==> src/sv/open_addressing_hash_table_core_assert.svh <==
// Assertion macros for the hash table RTL, used in oaht_ctrl.
// Expects clk and rst_n in the scope where a macro is used.
`ifndef OPEN_ADDRESSING_HASH_TABLE_CORE_ASSERT_SVH
`define OPEN_ADDRESSING_HASH_TABLE_CORE_ASSERT_SVH

// same-cycle implication
`define OAHT_ASSERT_IMM(label, ante, cons, msg) \
  label: assert property (@(posedge clk) disable iff (!rst_n) (ante) |-> (cons)) \
    else $error(msg);

// next-cycle implication
`define OAHT_ASSERT_NXT(label, ante, cons, msg) \
  label: assert property (@(posedge clk) disable iff (!rst_n) (ante) |=> (cons)) \
    else $error(msg);

`endif

==> src/sv/oaht_hash_mod.sv <==
// Start slot unit: key_hash mod SLOTS.
// Mask for power-of-two SLOTS, else reciprocal multiply and subtract in states P_LO, P_HI, P_REM.
module oaht_hash_mod #(
  parameter int SLOTS = 256,
  parameter int IDXW  = 8
) (
  input  logic            clk,
  input  logic            rst_n,
  input  logic            start,
  input  logic [31:0]     hash,
  output logic            done,
  output logic [IDXW-1:0] idx
);
  localparam bit POW2 = ((SLOTS & (SLOTS - 1)) == 0);

  generate
    if (POW2) begin : g_mask
      logic            done_r;
      logic [IDXW-1:0] idx_r;

      always_ff @(posedge clk) begin
        if (!rst_n) begin
          done_r <= 1'b0;
        end else begin
          done_r <= start;
        end
      end

      always_ff @(posedge clk) begin
        if (start) begin
          idx_r <= hash[IDXW-1:0];
        end
      end

      assign done = done_r;
      assign idx  = idx_r;
    end else begin : g_recip
      localparam logic [63:0] RECIP_W =
        ((64'd1 << (32 + IDXW)) + 64'(SLOTS - 1)) / 64'(SLOTS);
      localparam logic [32:0] RECIP   = RECIP_W[32:0];
      localparam logic [31:0] SLOTS_W = 32'(SLOTS);

      localparam logic [1:0] P_IDLE = 2'd0;
      localparam logic [1:0] P_LO   = 2'd1;
      localparam logic [1:0] P_HI   = 2'd2;
      localparam logic [1:0] P_REM  = 2'd3;

      logic [1:0]      phase_r, phase_nxt;
      logic            done_r, done_nxt;
      logic [31:0]     h_r, h_nxt;
      logic [48:0]     plo_r, plo_nxt;
      logic [31:0]     q_r, q_nxt;
      logic [IDXW-1:0] rem_r, rem_nxt;
      logic [48:0]     phi;
      logic [64:0]     acc;
      logic [31:0]     qd;

      always_comb begin
        phase_nxt = phase_r;
        done_nxt  = 1'b0;
        h_nxt     = h_r;
        plo_nxt   = plo_r;
        q_nxt     = q_r;
        rem_nxt   = rem_r;
        phi       = h_r[31:16] * RECIP;
        acc       = {phi, 16'd0} + {16'd0, plo_r};
        qd        = q_r * SLOTS_W;
        if (start) begin
          h_nxt     = hash;
          phase_nxt = P_LO;
        end else begin
          unique case (phase_r)
            P_LO: begin
              plo_nxt   = h_r[15:0] * RECIP;
              phase_nxt = P_HI;
            end
            P_HI: begin
              q_nxt     = 32'(acc >> (32 + IDXW));
              phase_nxt = P_REM;
            end
            P_REM: begin
              rem_nxt   = IDXW'(h_r - qd);
              done_nxt  = 1'b1;
              phase_nxt = P_IDLE;
            end
            default: begin
              phase_nxt = P_IDLE;
            end
          endcase
        end
      end

      always_ff @(posedge clk) begin
        if (!rst_n) begin
          phase_r <= P_IDLE;
          done_r  <= 1'b0;
        end else begin
          phase_r <= phase_nxt;
          done_r  <= done_nxt;
        end
      end

      always_ff @(posedge clk) begin
        h_r   <= h_nxt;
        plo_r <= plo_nxt;
        q_r   <= q_nxt;
        rem_r <= rem_nxt;
      end

      assign done = done_r;
      assign idx  = rem_r;
    end
  endgenerate

endmodule

==> config.mk <==
export PLATFORM = sky130hd
export DESIGN_NAME = oaht_hash_mod
export DESIGN_NICKNAME = d
export VERILOG_FILES = /design/src/sv/open_addressing_hash_table_core_assert.svh /design/src/sv/oaht_hash_mod.sv
export SDC_FILE = /design/constraint.sdc
export NUM_CORES = 1
export LEC_CHECK = 0
export ABC_AREA = 1
export BUFFER_PORTS_ARGS = -buffer_cell sky130_fd_sc_hd__buf_2
export CAP_MARGIN = 20
export CORE_AREA = 2 2 39 41
export CTS_BUF_LIST = sky130_fd_sc_hd__clkbuf_2
export DETAILED_ROUTE_END_ITERATION = 16
export DIE_AREA = 0 0 41 43
export PLACE_DENSITY = 0.58
export SLEW_MARGIN = 15
export SYNTH_ARGS = -nofsm -noshare
export SYNTH_HDL_FRONTEND = slang
export SYNTH_SLANG_ARGS = --single-unit
==> constraint.sdc <==
create_clock -name clk -period 0.8 [get_ports clk]
set_input_delay 0.08 -clock clk [delete_from_list [all_inputs] [get_ports clk]]
set_output_delay 0.08 -clock clk [all_outputs]
set_load 0.005 [all_outputs]
# --- Yosys cells after proc, flatten, opt, wreduce, memory -nomap -nowiden ---
# Index checks and enable logic that the tools add are counted.
# Widths: inputs -> output; s select.
totals:
  register_bits: 9
  in_bits: 35
  wordCells: 2
  output_inout_bits: 9

# --- Depth between registers and ports, before layout ---
# Gate-level depths: netlist of run 1.
logic_depth:
  depth_word: 0
  mapped_depth: 2
  mapped_depth_nobuf: 2

# --- Least setup slack after synthesis of run 1 ---
# Ideal clock, no wire load.
synth_path:
  path_type: "flip-flop to output port"
  start: "reg g_mask.idx_r[0], in the netlist idx[0]"
  end: "out idx[0]"
  slack_ns: 0.365
  path_buffers: 0
  stages_incl_launch_ff: 1
  required_ns: 0.720
  arrival_time_ns: 0.355
  cell_sequence: "edfxtp_1"
synth_rtl:
  columns: ["element", "line_no", "text"]
  rows:
  - ["start, declared", "oaht_hash_mod.sv:19", "logic [IDXW-1:0] idx_r;"]
  - ["start signal, assigned", "oaht_hash_mod.sv:31", "idx_r <= hash[IDXW-1:0];"]
  - ["end, declared", "oaht_hash_mod.sv:12", "output logic [IDXW-1:0] idx"]
# No word-level cell between the ends.

# --- Final worst setup path of run 1 ---
layout_path:
  start: "reg g_mask.idx_r[0], in the netlist idx[0]"
  end: "out idx[0]"
# No word-level cell between the ends.

==> impl_results.md, run 1 <==
- Status: complete, but fails checks
- Failing checks: setup timing
- Nets: 78
- Vias: 207
- DIE AREA: 1760 µm²
- Die W: 41 µm
- CTS sink count: 9
- ANT nets after route: 0
- Initial DRC count: 4
- Pre-antenna DRT Iters: 2
- Post-Syn Nets: 46
- Filler instances: 134
- Worst min path class: in2reg
- Xor/xnor share of the synthesized area: 0%
- Clk pin slew, worst setup/hold paths: 90 ps
- Core ar.: 1380 µm²
- Leakage: 0.222 nW
- Maximum root-to-sink buffer count: 2
- Port-buffer cells: 19
- Clock Tree Root: clkbuf_2
- Initial Util: 19.3%
- Clock share of power: 30.0%
- Sw Pwr: 0.192 mW
- Max capacitance violation total: 0
- Worst path bufs/invs: 1
- Hold worst-path end: done
- Final setup viols: 8
- Fmax: 1180 MHz
- Seq/Total Area, Yosys: 97.2%
- Diode count: 0
- Multiplexer area fraction after synthesis: 0%
- RSZ-0062 raised after global routing: true
- CTS tree: yes
- Largest family of logic cells by synthesized area: buffers and inverters
- DRT Wirelength: 560 µm
- CP Capture Type: primary output
- CP top delay family: flip-flops
- Largest net degree at the start of global routing: 10
- CP Max Fanout: 1
- Htree depth: 1
- DRC viols: 0
- Ports: 44
- Combinational share of power: 10.6%
- Routability cong.: 0.581
- Register area: 260 µm²
- Final cell count without fillers: 58
- Via/cell ratio: 3.57
- Final Hold Fails: 0
- Initial antenna violation count: 0
- Worst setup path category: reg2out
- Syn avg cell area: 24.3 µm²
- Total CTS buffers: 3
- Slew HR: 87.3%
- Compound-Gate Fraction of Synth Area: 0%
- Fin worst setup slack: -48.4 ps
- Share of cells above drive strength 1: 54.8%
- Vias in the first global route: 174
- Overflow after GRT: 0
- Power per standard cell area: 1950 nW/µm²
- Yosys warns: 0
- Hold Path Stages: 3
- Final worst path period need: 848 ps
- Yosys reg bits: 9
- Fin. max-slew vios: 0
- Peak VDD IR: 1.03 mV
- Required time worst endpoint: 720 ps
- Die height: 43 µm
- Area of the multi-input gates: 3.75 µm²
- Placed cells: 46
- Worst path max stage delay: 390 ps
- Worst-Margin Slew: 190 ps
- CTS resizes: 0
- Synth-to-layout area growth: 80.4%
- Final core utilization: 34.9%
- Library cells used by synthesis: 4
- Rows: 14
- Cell Int Power: 0.747 mW
- Syn Inst Count: 11
- Post-CTS setup buffers: 0
- Worst path slowest cell: edfxtp_1
- WL/cell: 9.66 µm
- Hold Crit Start: rst_n
- Cells along the critical path: buf_2
- Fin crit share: 106%
- Switching Share: 20.5%
- Cell area after synthesis: 268 µm²
- Worst EP arrival: 770 ps
- GRT Overall Usage: 6.73%
- Synth Area in Adders: 0%
- Share of power burned in registers: 59.3%
- Startpoint types: flip-flop
- First-pass GRT wire length: 690 µm
- Post-synthesis simple-gate area fraction: 1.40%
- DPL Wire Length: 367 µm
-- sequential cells by signal, indices dropped and copies added, names as in the netlist --
name,flops
done,1
idx,8
-- cells in the final DEF (no fill, tap or decap), drive strengths merged --
| master | n |
|---|---|
| dlygate4sd3 | 8 |
| clkbuf | 4 |
| inv | 1 |
| dfxtp | 1 |
| nand2 | 1 |
| buf | 19 |
| edfxtp | 8 |
-- power groups by stage --
stage	Sequential [mW]	Combinational, mW	Clock, mW
floorplan	0.575	0.00174	0
global placement	0.568	0.0706	0
detailed placement	0.569	0.0710	0
CTS	0.558	0.0821	0.296
global route	0.561	0.113	0.316
finish	0.557	0.0998	0.282
-- metrics by stage --
step	setup slack [ps]	TNS, ps	total power [mW]	instance area, µm²	hold WS [ps]
after global routing	-91.7	-585	0.990	483	6.23
after detailed placement	200	0	0.640	383	258
after floorplan	365	0	0.577	268	173
final	-48.4	-124	0.940	483	18.2
after CTS	-62.7	-259	0.936	433	2.27
after global placement	207	0	0.639	383	258
-- layout make-up --
type                            instances  area share [%]
Timing Repair Buffer                   27            36.3
Inverter                                1           0.777
Clock buffer                            4            4.15
Sequential cell                         9            53.9
Multi-Input combinational cell          1           0.777
Tap cell                               16            4.15
-- cells in the mapped netlist --
cell	instances	share of area (%)
edfxtp_1	8	90
dfxtp_1	1	7.5
inv_1	1	1.4
nand2_1	1	1.4
-- how the worst max path moves through the flow --
stage | start | slack, ps | to | cells after the start
finish | idx[0] | -50 | idx[0] | 1
CTS | idx[0] | -60 | idx[0] | 1
global placement | start | 210 | idx[2] | 1
global route | idx[0] | -90 | idx[0] | 1
detailed placement | start | 200 | idx[3] | 1
floorplan | idx[0] | 360 | idx[0] | 0
-- metal layers --
| layer | track usage, % | share of wire (%) | wire length (µm) | vias to the layer above |
|---|---|---|---|---|
| met3 | 7.85 | 16 | 87 | 0 |
| met2 | 7.50 | 42 | 237 | 21 |
| met4 | 4.00 | 0 | 0 | 0 |
| met5 | 0 | 0 | 0 | - |
| li1 | - | - | - | 101 |
| met1 | 7.12 | 42 | 235 | 85 |
-- kinds of logic (layout without fill, tap and decap cells) --
group                  Yosys count  count (layout)
and+or+nand+nor                  1               1
DFF                              9               9
buffers and inverters            1              32
-- timing repair --
| item | in CTS | in global routing |
|---|---|---|
| setup endpoints to repair | 8 | 8 |
| hold buffers | 3 | 5 |
| cloned | 0 | 0 |
| hold endpoints to repair | 3 | 5 |
No activity file was read; power rests on OpenSTA's default activity.
==> run 2, diff against run 1 <==
ABC_AREA = default   (was 1)
BUFFER_PORTS_ARGS = -buffer_cell sky130_fd_sc_hd__buf_4   (was -buffer_cell sky130_fd_sc_hd__buf_2)
==> run 2 against run 1 <==
  * First-iteration DRC count shrank 100%
  * Non-clock buffer count is the same
  * Critical path depth is the same
  * The run still ends with setup timing left
  * Cell count shrank 1.7%
  * Maximum frequency grew 0.66%
  * Combinational power grew 38%
  * Synthesized area shrank 0.47%
  * Die area is the same
  * Hold slack gained 33 ps
  * Sequential cell count is the same
==> impl_results.md, run 2 <==
- Status: complete, but fails checks
- Failing checks: setup timing
- Share of cells above drive strength 1: 58.5%
- Worst setup path category: reg2out
- Commonest non-fill, non-tap cell in the layout: buf_4
- Ys flop type: edfxtp_1
- Yosys reg bits: 9
- Final core utilization: 38.9%
- CP top delay family: flip-flops
- Switching Share: 19.5%
- Area of the multi-input gates: 6.26 µm²
- Die W: 41 µm
- Clk pin slew, worst setup/hold paths: 90 ps
- Clock share of power: 28.1%
- Slew HR: 92.6%
- Htree depth: 1
- Syn Inst Count: 10
- DRT Wirelength: 635 µm
- Top cell type's share of synthesized area: 90.1%
- ANT nets after route: 0
- Overflow after GRT: 0
- CTS sink count: 9
- Startpoint types: flip-flop
- WL/cell: 11.1 µm
- Sw Pwr: 0.190 mW
- Ports: 44
- Rows: 14
- CTS tree: yes
- DP Area: 429 µm²
- Library cells used by synthesis: 3
- Post-CTS setup buffers: 0
- CP Capture Type: primary output
- Post-Syn Nets: 45
- Via/cell ratio: 3.82
- Final Power: 0.973 mW
- Die height: 43 µm
- GRT Overall Usage: 8.70%
- Leakage: 0.233 nW
- Final setup viols: 8
- Worst path slowest cell: edfxtp_1
- Fin worst setup slack: -42.9 ps
- Final worst path period need: 843 ps
- Compound-Gate Fraction of Synth Area: 0%
- Largest family of logic cells by synthesized area: simple AND/OR/NAND/NOR gates
- Initial antenna violation count: 0
- Post-synthesis simple-gate area fraction: 2.35%
- Design Area, Final: 538 µm²
- Initial Util: 19.3%
- Syn avg cell area: 26.7 µm²
- Worst-Margin Slew: 111 ps
- Seq/Total Area, Yosys: 97.7%
- Pre-antenna DRT Iters: 1
- Nets: 77
- Maximum root-to-sink buffer count: 2
- Vias in the first global route: 222
- Yosys warns: 0
- Post-synth top area cell: edfxtp_1
- Clock Tree Root: clkbuf_2
- DRC viols: 0
- Cell area after synthesis: 267 µm²
- Top cells by area, synth: edfxtp_1 (90%), dfxtp_1 (7.5%), and2_1 (2.3%)
- Port-buffer cells: 19
- Worst path bufs/invs: 1
- Final Hold Fails: 0
- Placed cells: 45
- Worst path max stage delay: 380 ps
- Required time worst endpoint: 720 ps
- Cell Int Power: 0.783 mW
- Initial DRC count: 0
- Post-synth EDFFs: 8
- Multiplexer area fraction after synthesis: 0%
- Combinational share of power: 14.2%
- First-pass GRT wire length: 876 µm
- DIE AREA: 1760 µm²
- Largest net degree at the start of global routing: 10
- Fin crit share: 105%
- RSZ-0062 raised after global routing: true
- Most frequent cells in the layout: buf_4 (17), dlygate4sd3_1 (8), edfxtp_1 (8), clkbuf_2 (4), buf_6 (2)
- Core ar.: 1380 µm²
- Cells along the critical path: buf_4
- Share of power burned in registers: 57.8%
- Ys async rst share: 0%
- Routability cong.: 0.585
- Xor/xnor share of the synthesized area: 0%
- Synth Area in Adders: 0%
- Register area: 262 µm²
- Setup TNS: -223 ps
- Top-count cell post-synth: edfxtp_1
- Total CTS buffers: 3
- Synth-to-layout area growth: 102%
- Filler instances: 150
- Dpl ws: 215 ps
- Vias: 218
- Worst min path class: in2reg
- Max reg flops: 8
- Fmax: 1190 MHz
- Diode count: 0
- Peak VDD IR: 0.596 mV
- Worst EP arrival: 760 ps
- Max capacitance violation total: 0
- Power per standard cell area: 1810 nW/µm²
- CP Max Fanout: 1
- Fin. max-slew vios: 0
- Most instantiated cells after synthesis: edfxtp_1 (8), and2_1 (1), dfxtp_1 (1)
- Final cell count without fillers: 57
- Hold slack: 50.8 ps
[run 2: cell count changes after synthesis, sizes merged]
cell and delta:
inv -1, and2 +1, nand2 -1
[run 2: final timing paths]
| check | from | end | depth (start not counted) |
|---|---|---|---|
| worst min-delay path | rst_n | done | 2 |
| worst max-delay path | idx[6] | idx[6] | 1 |
[run 2: power by group through the flow]
stage / logic (mW) / registers, mW / clock network [mW]
global placement: 0.101 / 0.570 / 0
detailed placement: 0.105 / 0.572 / 0
CTS: 0.116 / 0.561 / 0.289
finish: 0.138 / 0.562 / 0.273
floorplan: 0.00160 / 0.575 / 0
global route: 0.150 / 0.565 / 0.323
[run 2: cell families after synthesis]
logic type       count (synthesis)
and+or+nand+nor                  1
DFF                              9
[run 2: final cells by class]
class / instances / area share [%]
sequential: 9 / 48.6
timing repair buffer: 27 / 42.8
clock buffer: 4 / 3.72
tap: 16 / 3.72
multi-input combinational: 1 / 1.16
[run 2: metal layers]
metal  GRT usage (%)  wire length, µm  vias up
met1            7.53              241       99
met2            11.9              315       19
met4            8.00                0        0
met5               0                0        -
li1                -                -      100
met3            6.81               79        0
[run 2: what timing repair did]
item | CTS | global route
hold buffers | 3 | 5
endpoints found under the setup margin | 8 | 9
hold endpoints to repair | 3 | 5
resized for setup | 0 | 3
