### src/sv/open_addressing_hash_table_core_assert.svh
// Assertion macros for the hash table RTL, used in oaht_ctrl.
// Expects clk and rst_n in the scope where a macro is used.
`ifndef OPEN_ADDRESSING_HASH_TABLE_CORE_ASSERT_SVH
`define OPEN_ADDRESSING_HASH_TABLE_CORE_ASSERT_SVH

// same-cycle implication
`define OAHT_ASSERT_IMM(label, ante, cons, msg) \
  label: assert property (@(posedge clk) disable iff (!rst_n) (ante) |-> (cons)) \
    else $error(msg);

// next-cycle implication
`define OAHT_ASSERT_NXT(label, ante, cons, msg) \
  label: assert property (@(posedge clk) disable iff (!rst_n) (ante) |=> (cons)) \
    else $error(msg);

`endif

### src/sv/oaht_pkg.sv
// Shared types and codes for the open-addressing hash table.
// No dependencies.
package oaht_pkg;

  localparam int SLOTS_DEFAULT = 256;

  localparam logic [1:0] REQ_SET    = 2'd0;
  localparam logic [1:0] REQ_GET    = 2'd1;
  localparam logic [1:0] REQ_REMOVE = 2'd2;

  localparam logic [1:0] TAG_EMPTY = 2'd0;
  localparam logic [1:0] TAG_LIVE  = 2'd1;
  localparam logic [1:0] TAG_TOMB  = 2'd2;

  localparam logic [1:0] ST_OK   = 2'd0;
  localparam logic [1:0] ST_MISS = 2'd1;
  localparam logic [1:0] ST_FULL = 2'd2;

  localparam logic [7:0] MAX_FILL_RST = 8'd192;
  localparam logic [8:0] COUNT_MAX    = 9'd511;

  typedef struct packed {
    logic tag_we;
    logic key_we;
    logic val_we;
  } mem_we_t;

  typedef struct packed {
    logic [1:0]  tag;
    logic [31:0] key;
    logic [63:0] val;
  } slot_t;

  typedef struct packed {
    logic [1:0]  status;
    logic        is_new_key;
    logic [63:0] value_out;
  } rsp_t;

endpackage

### src/sv/oaht_ctrl.sv
// Probe sequencer: tag clear sweep, linear probe with one compare per cycle,
// commit, occupancy count and response register. Depends on oaht_pkg.
`include "open_addressing_hash_table_core_assert.svh"

module oaht_ctrl #(
  parameter int SLOTS = 256,
  parameter int IDXW  = 8
) (
  input  logic              clk,
  input  logic              rst_n,
  input  logic              cfg_we,
  input  logic [7:0]        cfg_wdata,
  input  logic              in_valid,
  output logic              in_ready,
  input  logic [1:0]        in_req_type,
  input  logic [31:0]       in_key_id,
  input  logic [63:0]       in_value_in,
  output logic              hash_start,
  input  logic              hash_done,
  input  logic [IDXW-1:0]   hash_idx,
  output logic [IDXW-1:0]   rd_addr,
  input  oaht_pkg::slot_t   rd_slot,
  output oaht_pkg::mem_we_t wr_en,
  output logic [IDXW-1:0]   wr_addr,
  output oaht_pkg::slot_t   wr_slot,
  output logic              out_valid,
  input  logic              out_ready,
  output oaht_pkg::rsp_t    out_rsp
);
  import oaht_pkg::*;

  localparam logic [2:0] S_CLEAR = 3'd0;
  localparam logic [2:0] S_IDLE  = 3'd1;
  localparam logic [2:0] S_HASH  = 3'd2;
  localparam logic [2:0] S_PROBE = 3'd3;
  localparam logic [2:0] S_DONE  = 3'd4;

  localparam logic [IDXW-1:0] LAST_IDX = IDXW'(SLOTS - 1);

  logic [2:0]      state_r, state_nxt;
  logic [IDXW-1:0] idx_r, idx_nxt;
  logic [IDXW-1:0] n_r, n_nxt;
  logic            tomb_seen_r, tomb_seen_nxt;
  logic [IDXW-1:0] tomb_idx_r, tomb_idx_nxt;
  logic [1:0]      req_r, req_nxt;
  logic [31:0]     key_r, key_nxt;
  logic [63:0]     val_r, val_nxt;
  rsp_t            res_r, res_nxt;
  logic [8:0]      count_r, count_nxt;
  logic [7:0]      max_fill_r, max_fill_nxt;
  logic            out_valid_r, out_valid_nxt;
  rsp_t            out_rsp_r, out_rsp_nxt;

  logic [IDXW-1:0] idx_inc;
  logic            hit, is_tomb, is_empty, last;
  logic            tomb_now, have_spot, fresh, full;
  logic [IDXW-1:0] tomb_idx_now, spot;

  always_comb begin
    idx_inc      = (idx_r == LAST_IDX) ? '0 : idx_r + 1'b1;
    hit          = (rd_slot.tag == TAG_LIVE) && (rd_slot.key == key_r);
    is_tomb      = (rd_slot.tag == TAG_TOMB);
    is_empty     = (rd_slot.tag != TAG_LIVE) && !is_tomb;
    last         = (n_r == LAST_IDX);
    tomb_now     = tomb_seen_r | is_tomb;
    tomb_idx_now = tomb_seen_r ? tomb_idx_r : idx_r;
    have_spot    = is_empty | tomb_now;
    spot         = tomb_now ? tomb_idx_now : idx_r;
    fresh        = !tomb_now;
    full         = (({1'b0, count_r} + 10'd1) >= {2'b00, max_fill_r}) || !have_spot;

    state_nxt     = state_r;
    idx_nxt       = idx_r;
    n_nxt         = n_r;
    tomb_seen_nxt = tomb_seen_r;
    tomb_idx_nxt  = tomb_idx_r;
    req_nxt       = req_r;
    key_nxt       = key_r;
    val_nxt       = val_r;
    res_nxt       = res_r;
    count_nxt     = count_r;
    max_fill_nxt  = cfg_we ? cfg_wdata : max_fill_r;
    out_valid_nxt = (out_valid_r && out_ready) ? 1'b0 : out_valid_r;
    out_rsp_nxt   = out_rsp_r;

    hash_start = 1'b0;
    rd_addr    = idx_inc;
    wr_en      = '0;
    wr_addr    = idx_r;
    wr_slot    = '{tag: TAG_LIVE, key: key_r, val: val_r};

    unique case (state_r)
      S_CLEAR: begin
        wr_en.tag_we = 1'b1;
        wr_slot.tag  = TAG_EMPTY;
        idx_nxt      = idx_inc;
        if (idx_r == LAST_IDX) begin
          state_nxt = S_IDLE;
        end
      end
      S_IDLE: begin
        if (in_valid) begin
          req_nxt       = in_req_type;
          key_nxt       = in_key_id;
          val_nxt       = in_value_in;
          n_nxt         = '0;
          tomb_seen_nxt = 1'b0;
          res_nxt       = '{status: ST_MISS, is_new_key: 1'b0, value_out: '0};
          if (in_req_type == REQ_SET || in_req_type == REQ_GET ||
              in_req_type == REQ_REMOVE) begin
            hash_start = 1'b1;
            state_nxt  = S_HASH;
          end else begin
            state_nxt = S_DONE;
          end
        end
      end
      S_HASH: begin
        rd_addr = hash_idx;
        if (hash_done) begin
          idx_nxt   = hash_idx;
          state_nxt = S_PROBE;
        end
      end
      S_PROBE: begin
        idx_nxt       = idx_inc;
        n_nxt         = n_r + 1'b1;
        tomb_seen_nxt = tomb_now;
        tomb_idx_nxt  = tomb_idx_now;
        if (hit) begin
          state_nxt      = S_DONE;
          res_nxt.status = ST_OK;
          case (req_r)
            REQ_SET: begin
              wr_en.val_we = 1'b1;
            end
            REQ_GET: begin
              res_nxt.value_out = rd_slot.val;
            end
            default: begin
              wr_en.tag_we = 1'b1;
              wr_slot.tag  = TAG_TOMB;
            end
          endcase
        end else if (is_empty || last) begin
          state_nxt = S_DONE;
          if (req_r == REQ_SET) begin
            if (full) begin
              res_nxt.status = ST_FULL;
            end else begin
              res_nxt.status     = ST_OK;
              res_nxt.is_new_key = fresh;
              wr_en              = '{tag_we: 1'b1, key_we: 1'b1, val_we: 1'b1};
              wr_addr            = spot;
              if (fresh && count_r != COUNT_MAX) begin
                count_nxt = count_r + 9'd1;
              end
            end
          end
        end
      end
      S_DONE: begin
        if (!out_valid_r || out_ready) begin
          out_valid_nxt = 1'b1;
          out_rsp_nxt   = res_r;
          state_nxt     = S_IDLE;
        end
      end
      default: begin
        state_nxt = S_IDLE;
      end
    endcase
  end

  always_ff @(posedge clk) begin
    if (!rst_n) begin
      state_r     <= S_CLEAR;
      idx_r       <= '0;
      count_r     <= '0;
      max_fill_r  <= MAX_FILL_RST;
      out_valid_r <= 1'b0;
    end else begin
      state_r     <= state_nxt;
      idx_r       <= idx_nxt;
      count_r     <= count_nxt;
      max_fill_r  <= max_fill_nxt;
      out_valid_r <= out_valid_nxt;
    end
  end

  always_ff @(posedge clk) begin
    n_r         <= n_nxt;
    tomb_seen_r <= tomb_seen_nxt;
    tomb_idx_r  <= tomb_idx_nxt;
    req_r       <= req_nxt;
    key_r       <= key_nxt;
    val_r       <= val_nxt;
    res_r       <= res_nxt;
    out_rsp_r   <= out_rsp_nxt;
  end

  assign in_ready  = (state_r == S_IDLE);
  assign out_valid = out_valid_r;
  assign out_rsp   = out_rsp_r;

  `OAHT_ASSERT_IMM(a_wr_phase, wr_en.tag_we || wr_en.key_we || wr_en.val_we, state_r == S_CLEAR || state_r == S_PROBE, "slot write outside clear or probe")
  `OAHT_ASSERT_IMM(a_key_live, wr_en.key_we, wr_en.tag_we && wr_slot.tag == TAG_LIVE && wr_en.val_we, "key write without live tag")
  `OAHT_ASSERT_NXT(a_count_mono, $past(rst_n), count_r >= $past(count_r), "occupancy count decreased")
  `OAHT_ASSERT_NXT(a_rsp_push, state_r == S_DONE && (!out_valid_r || out_ready), out_valid_r && state_r == S_IDLE, "response not pushed")

endmodule

### config.mk
export PLATFORM = sky130hd
export DESIGN_NAME = oaht_ctrl
export DESIGN_NICKNAME = d
export VERILOG_FILES = /design/src/sv/oaht_pkg.sv /design/src/sv/oaht_ctrl.sv
export VERILOG_INCLUDE_DIRS = /design/src /design/src/sv
export SDC_FILE = /design/constraint.sdc
export NUM_CORES = 1
export LEC_CHECK = 0
export ABC_AREA = 1
export BUFFER_PORTS_ARGS = -buffer_cell sky130_fd_sc_hd__clkbuf_2
export CAP_MARGIN = 5
export CORE_ASPECT_RATIO = 1.1
export CORE_MARGIN = 8
export CORE_UTILIZATION = 50
export CTS_CLUSTER_SIZE = 14
export DETAILED_ROUTE_END_ITERATION = 16
export PLACE_DENSITY = 0.87
export SYNTH_ARGS = -nofsm -noshare
export SYNTH_HDL_FRONTEND = slang
export SYNTH_SLANG_ARGS = --single-unit
### constraint.sdc
create_clock -name clk -period 11.8 [get_ports clk]
set_input_delay 2.36 -clock clk [delete_from_list [all_inputs] [get_ports clk]]
set_output_delay 2.36 -clock clk [all_outputs]
set_load 0.01 [all_outputs]
# ---- Yosys cells after proc, flatten, opt, wreduce, memory -nomap -nowiden
# Index checks and enable logic that the tools add are counted.
dict set report word_totals {
  ff_bits 278
  output_inout_bits 187
}
dict set report classes {
  addsub 4
  magnitude_cmp 1
  n_eq_ne 26
  muxes 52
  bitwise_logic 4
  reduce_logical 29
}
# cell count
set op_table {}
lappend op_table {{case mux 67 bit (2 select lines)} 1}
lappend op_table {{two-way mux 64 bit} 2}
lappend op_table {{two-way mux 8 bit} 11}
lappend op_table {{two-way mux 67 bit} 1}
lappend op_table {{two-way mux 3 bit} 12}
lappend op_table {{== test 32 bit} 1}
lappend op_table {{case mux 8 bit (2 select lines)} 2}
lappend op_table {{inequality test 2 bit, second input constant} 9}
lappend op_table {{adder 8 x 1 -> 8 bit, second input constant} 2}
lappend op_table {{== test 8 bit, second input constant} 2}
lappend op_table {{case mux 3 bit (5 select lines)} 1}
lappend op_table {{two-way mux 1 bit} 14}
lappend op_table {{AND reduction 6 bit} 2}
lappend op_table {{adder 9 x 1 -> 10 bit, second input constant} 1}
lappend op_table {{>= comparator 10 x 8 -> 1 bit} 1}
lappend op_table {{two-way mux 2 bit} 5}
lappend op_table {{adder 9 x 1 -> 9 bit, second input constant} 1}
lappend op_table {{inequality test 9 bit, second input constant} 1}
lappend op_table {{AND reduction 2 bit} 4}
lappend op_table {{AND reduction 4 bit} 2}
lappend op_table {{== test 2 x 1 -> 1 bit, second input constant} 3}
lappend op_table {{== test 3 x 2 -> 1 bit, second input constant} 2}
lappend op_table {{inequality test 3 bit, second input constant} 2}
lappend op_table {{logical OR 1 bit} 5}
lappend op_table {{other kinds (15)} 29}

# ---- Longest topological paths before layout
dict set report logic_depth {
  depth_word 11
  ltp_mapped 17
  depth_no_buf 16
}

# ---- Worst setup path before layout
# Ideal clock, no wire load.
dict set report synth_timing {
  path_kind {input -> register}
  from {in in_valid}
  to {reg res_r[0] in the netlist's numbering, enable pin}
  setup_time_ps 507
  arrival_ps 9839
  setup_slack_ps 1454
  cell_stages 4
  cell_sequence {inv_1 -> nor2_1 -> a31oi_1 -> a21oi_1}
}
dict set report synth_between {
  elab_chain_cells 2
}
# element line
set synth_lines {}
lappend synth_lines {{start, declared} oaht_ctrl.sv:13} ;# input logic in_valid,
lappend synth_lines {{inequality test 2 bit (no source line)} n/a}
lappend synth_lines {{AND reduction 4 bit (no source line)} n/a}
lappend synth_lines {{end signal, assigned} oaht_ctrl.sv:198} ;# res_r <= res_nxt;
lappend synth_lines {{end, declared} oaht_ctrl.sv:48} ;# rsp_t res_r, res_nxt;
# No other way between the ends.
# A chain may end at the register's enable or synchronous reset.

==> metrics.yaml <==
fill_cells: 1598
powerDensity_nw_per_um2: 171
vias: 8376
critical_path_arrival_ns: 4.26
hold_viol_final: 0
fin_util_pct: 65.6
holdBufCountCts: 0
die-area_sq_um: 27400
ant_nets: 0
syn_inst: 962
ir_drop_mv: 0.133
htree_levels: 1
startpoint: "rd_slot[77]"
synth_seq_cells: 278
synth_most_common_cell: "edfxtp_1"
route.detailed.drc: 0
clkTransAtPathRegs_ns: 0.06
synth_common_cells: "249 x edfxtp_1, 174 x nand2_1, 169 x inv_1"
regArea_sq_um: 8060
placementRows: 57
dieWidth_um: 159
critPathSlowestCell: "nor4_1"
synthToLayoutAreaGrowth_pct: 29.2
cts-root-buf: "clkbuf_16"
synthArstFlopShare_pct: 0
rsz0062_at_grt: "false"
multi_input_area_sq_um: 2400
cts_inserted_buffers: 28
netlist.area_leader.share_pct: 66.8
drv_cap: 0
track_usage_pct: 22.0
antenna_found_initial: 0
timing.rr.start: "state_r[0]"
synthesis.area_sq_um: 11200
numPortBuffers: 404
synth_edf_count: 249
place.gp.congestion: 0.925
tightest_slew_ns: 0.852
holdCritStartpoint: "res_r[22]"
fin_setup_tns_ns: 0
critPathMaxStageDelay_ns: 0.66
synthTopCellsByArea: "edfxtp_1 67%, nand2_1 5.8%, inv_1 5.7%"
p_leak_uw: 0.00664
path_delay_family: "simple AND/OR/NAND/NOR gates"
finalCritPeriodShare_pct: 56.1
max_freq_mhz: 151
start_util_pct: 50.8
wl_um: 31600
drive_above_1_share_pct: 34.8
grt_pass1_wl_um: 46300
post_cts_buffers: 0
place_hpwl_um: 24500
grt_pass1_vias: 8331
clock-sinks: 278
grt_start_max_net_pins: 77
vias_per_cell: 4.93
design.core.area_sq_um: 22000
final_nets: 1618
drt_iter0_markers: 557
slew_headroom_pct: 43.2
ios: 405
start_kind: "primary input"
ctsResizeCount: 0
fin_worst_skew_ns: 0.0199
grt_overflow: 0
worstSetupPathType: "primary input to output pin"
cp_num_buf_inv: 3
cts_buffer_depth: 3
yosysWarnings: 0
dr.pass1.iters: 5
end_kind: "output pin"
yosysUniqueCellTypes: 42
clock_latency_ns: 0.53
wl_per_cell_um: 18.6
seq_area_frac_synth_pct: 72.0
ys.flop_type: "edfxtp_1"
outcome: "complete, no violations"
syn_avg_cell_area_sq_um: 11.6
cts_tree: "done"
min_period_ns: 6.62
crit_path_frequent_cell: "nand2_1"
slew_viol_final: 0
synth_top_cell_by_area: "edfxtp_1"
die_h_um: 173
required_ns: 9.44
syn-num-nets: 1194
setup_viol: 0
hold_path.class: "register to register"
path_max_fanout: 2
cp_cell_sequence: "clkbuf_2 > inv_1 > nand2_1 > nand2_1 > nor2_1 > nor2b_1 > nand3_1 > nor4_1 > nor2_1 > nand2_1 > clkbuf_2"
==> logic make-up (layout without fill, tap and decap cells) <==
family | Yosys count | in the layout | share of synthesized area, %
other cells | 0 | 1 | 0
fa+ha+maj | 14 | 14 | 1.56
buf+inv | 193 | 635 | 6.84
compound gates | 85 | 85 | 4.31
flops | 278 | 278 | 72.0
xor+xnor | 16 | 16 | 1.25
simple gates | 376 | 376 | 14.1
==> cell type report <==
type                    instances  area share [%]
flip-flops and latches        278            55.7
well taps                     295            2.55
clock inverters                14            1.08
multi-input cells             491            16.6
clock buffers                  34            5.15
inverters                     178            4.66
repair buffers                409            14.2
diodes                          1          0.0173
==> sequential cells by signal, indices dropped and copies added, names as in the netlist <==
register / cells
count_r: 9
idx_r: 8
key_r: 32
max_fill_r: 8
n_r: 8
out_rsp: 67
out_valid: 1
req_r: 2
res_r: 67
state_r: 3
tomb_idx_r: 8
tomb_seen_r: 1
val_r: 64
==> stage by stage <==
| stage | power, uW | setup slack, ns | instances | hold slack [ns] | cell area (sq um) |
|---|---|---|---|---|---|
| after floorplan | 1450 | 1.45 | 962 | 0.400 | 11200 |
| after global placement | 1610 | 5.43 | 1651 | 0.400 | 13600 |
| after detailed placement | 1620 | 5.32 | 1651 | 0.405 | 13600 |
| after CTS | 2490 | 5.30 | 1699 | 0.414 | 14500 |
| after global routing | 2570 | 5.12 | 1699 | 0.419 | 14500 |
| final | 2470 | 5.18 | 1700 | 0.410 | 14500 |
==> cells in the final DEF, fill, tap and decap left out, drive strengths merged <==
master    instances
buf               5
nor2b             1
nand3            20
a21oi            26
o2111ai           1
inv             177
xor2             10
and3              1
nand3b            2
xnor2             6
or2               1
o21ai            53
nor3b             1
clkinv            9
diode             1
bufinv            3
nand2           178
nand4             7
o31ai             1
nor4              1
clkinvlp          3
a31oi             1
nor2            156
a211oi            3
ha               14
edfxtp          249
dfxtp            29
clkbuf          438
nor3              7
and2              1
==> path summary, 6_finish.rpt <==
path / endpoint / slack [ns] / depth (start not counted)
max: wr_en[2] / 5.18 / 11
min: out_rsp[22] / 0.41 / 0
max reg2reg: n_r[0] / 8.59 / 10
min reg2reg: out_rsp[22] / 0.41 / 0
==> power breakdown <==
group / total (uW) / switching [uW] / internal (uW)
clock network: 864 / 351 / 513
logic: 387 / 254 / 133
registers: 1220 / 41.0 / 1170
total: 2470 / 646 / 1820
==> layer usage <==
metal / vias to the layer above / global-route usage (%) / part of all wire (%)
met3: 54 / 6.56 / 11
met2: 425 / 37.1 / 48
li1: 3987 / - / -
met4: 0 / 6.49 / 2.5
met1: 3910 / 26.6 / 38
met5: - / 0 / 0
Power figures use the tool's default switching activity.
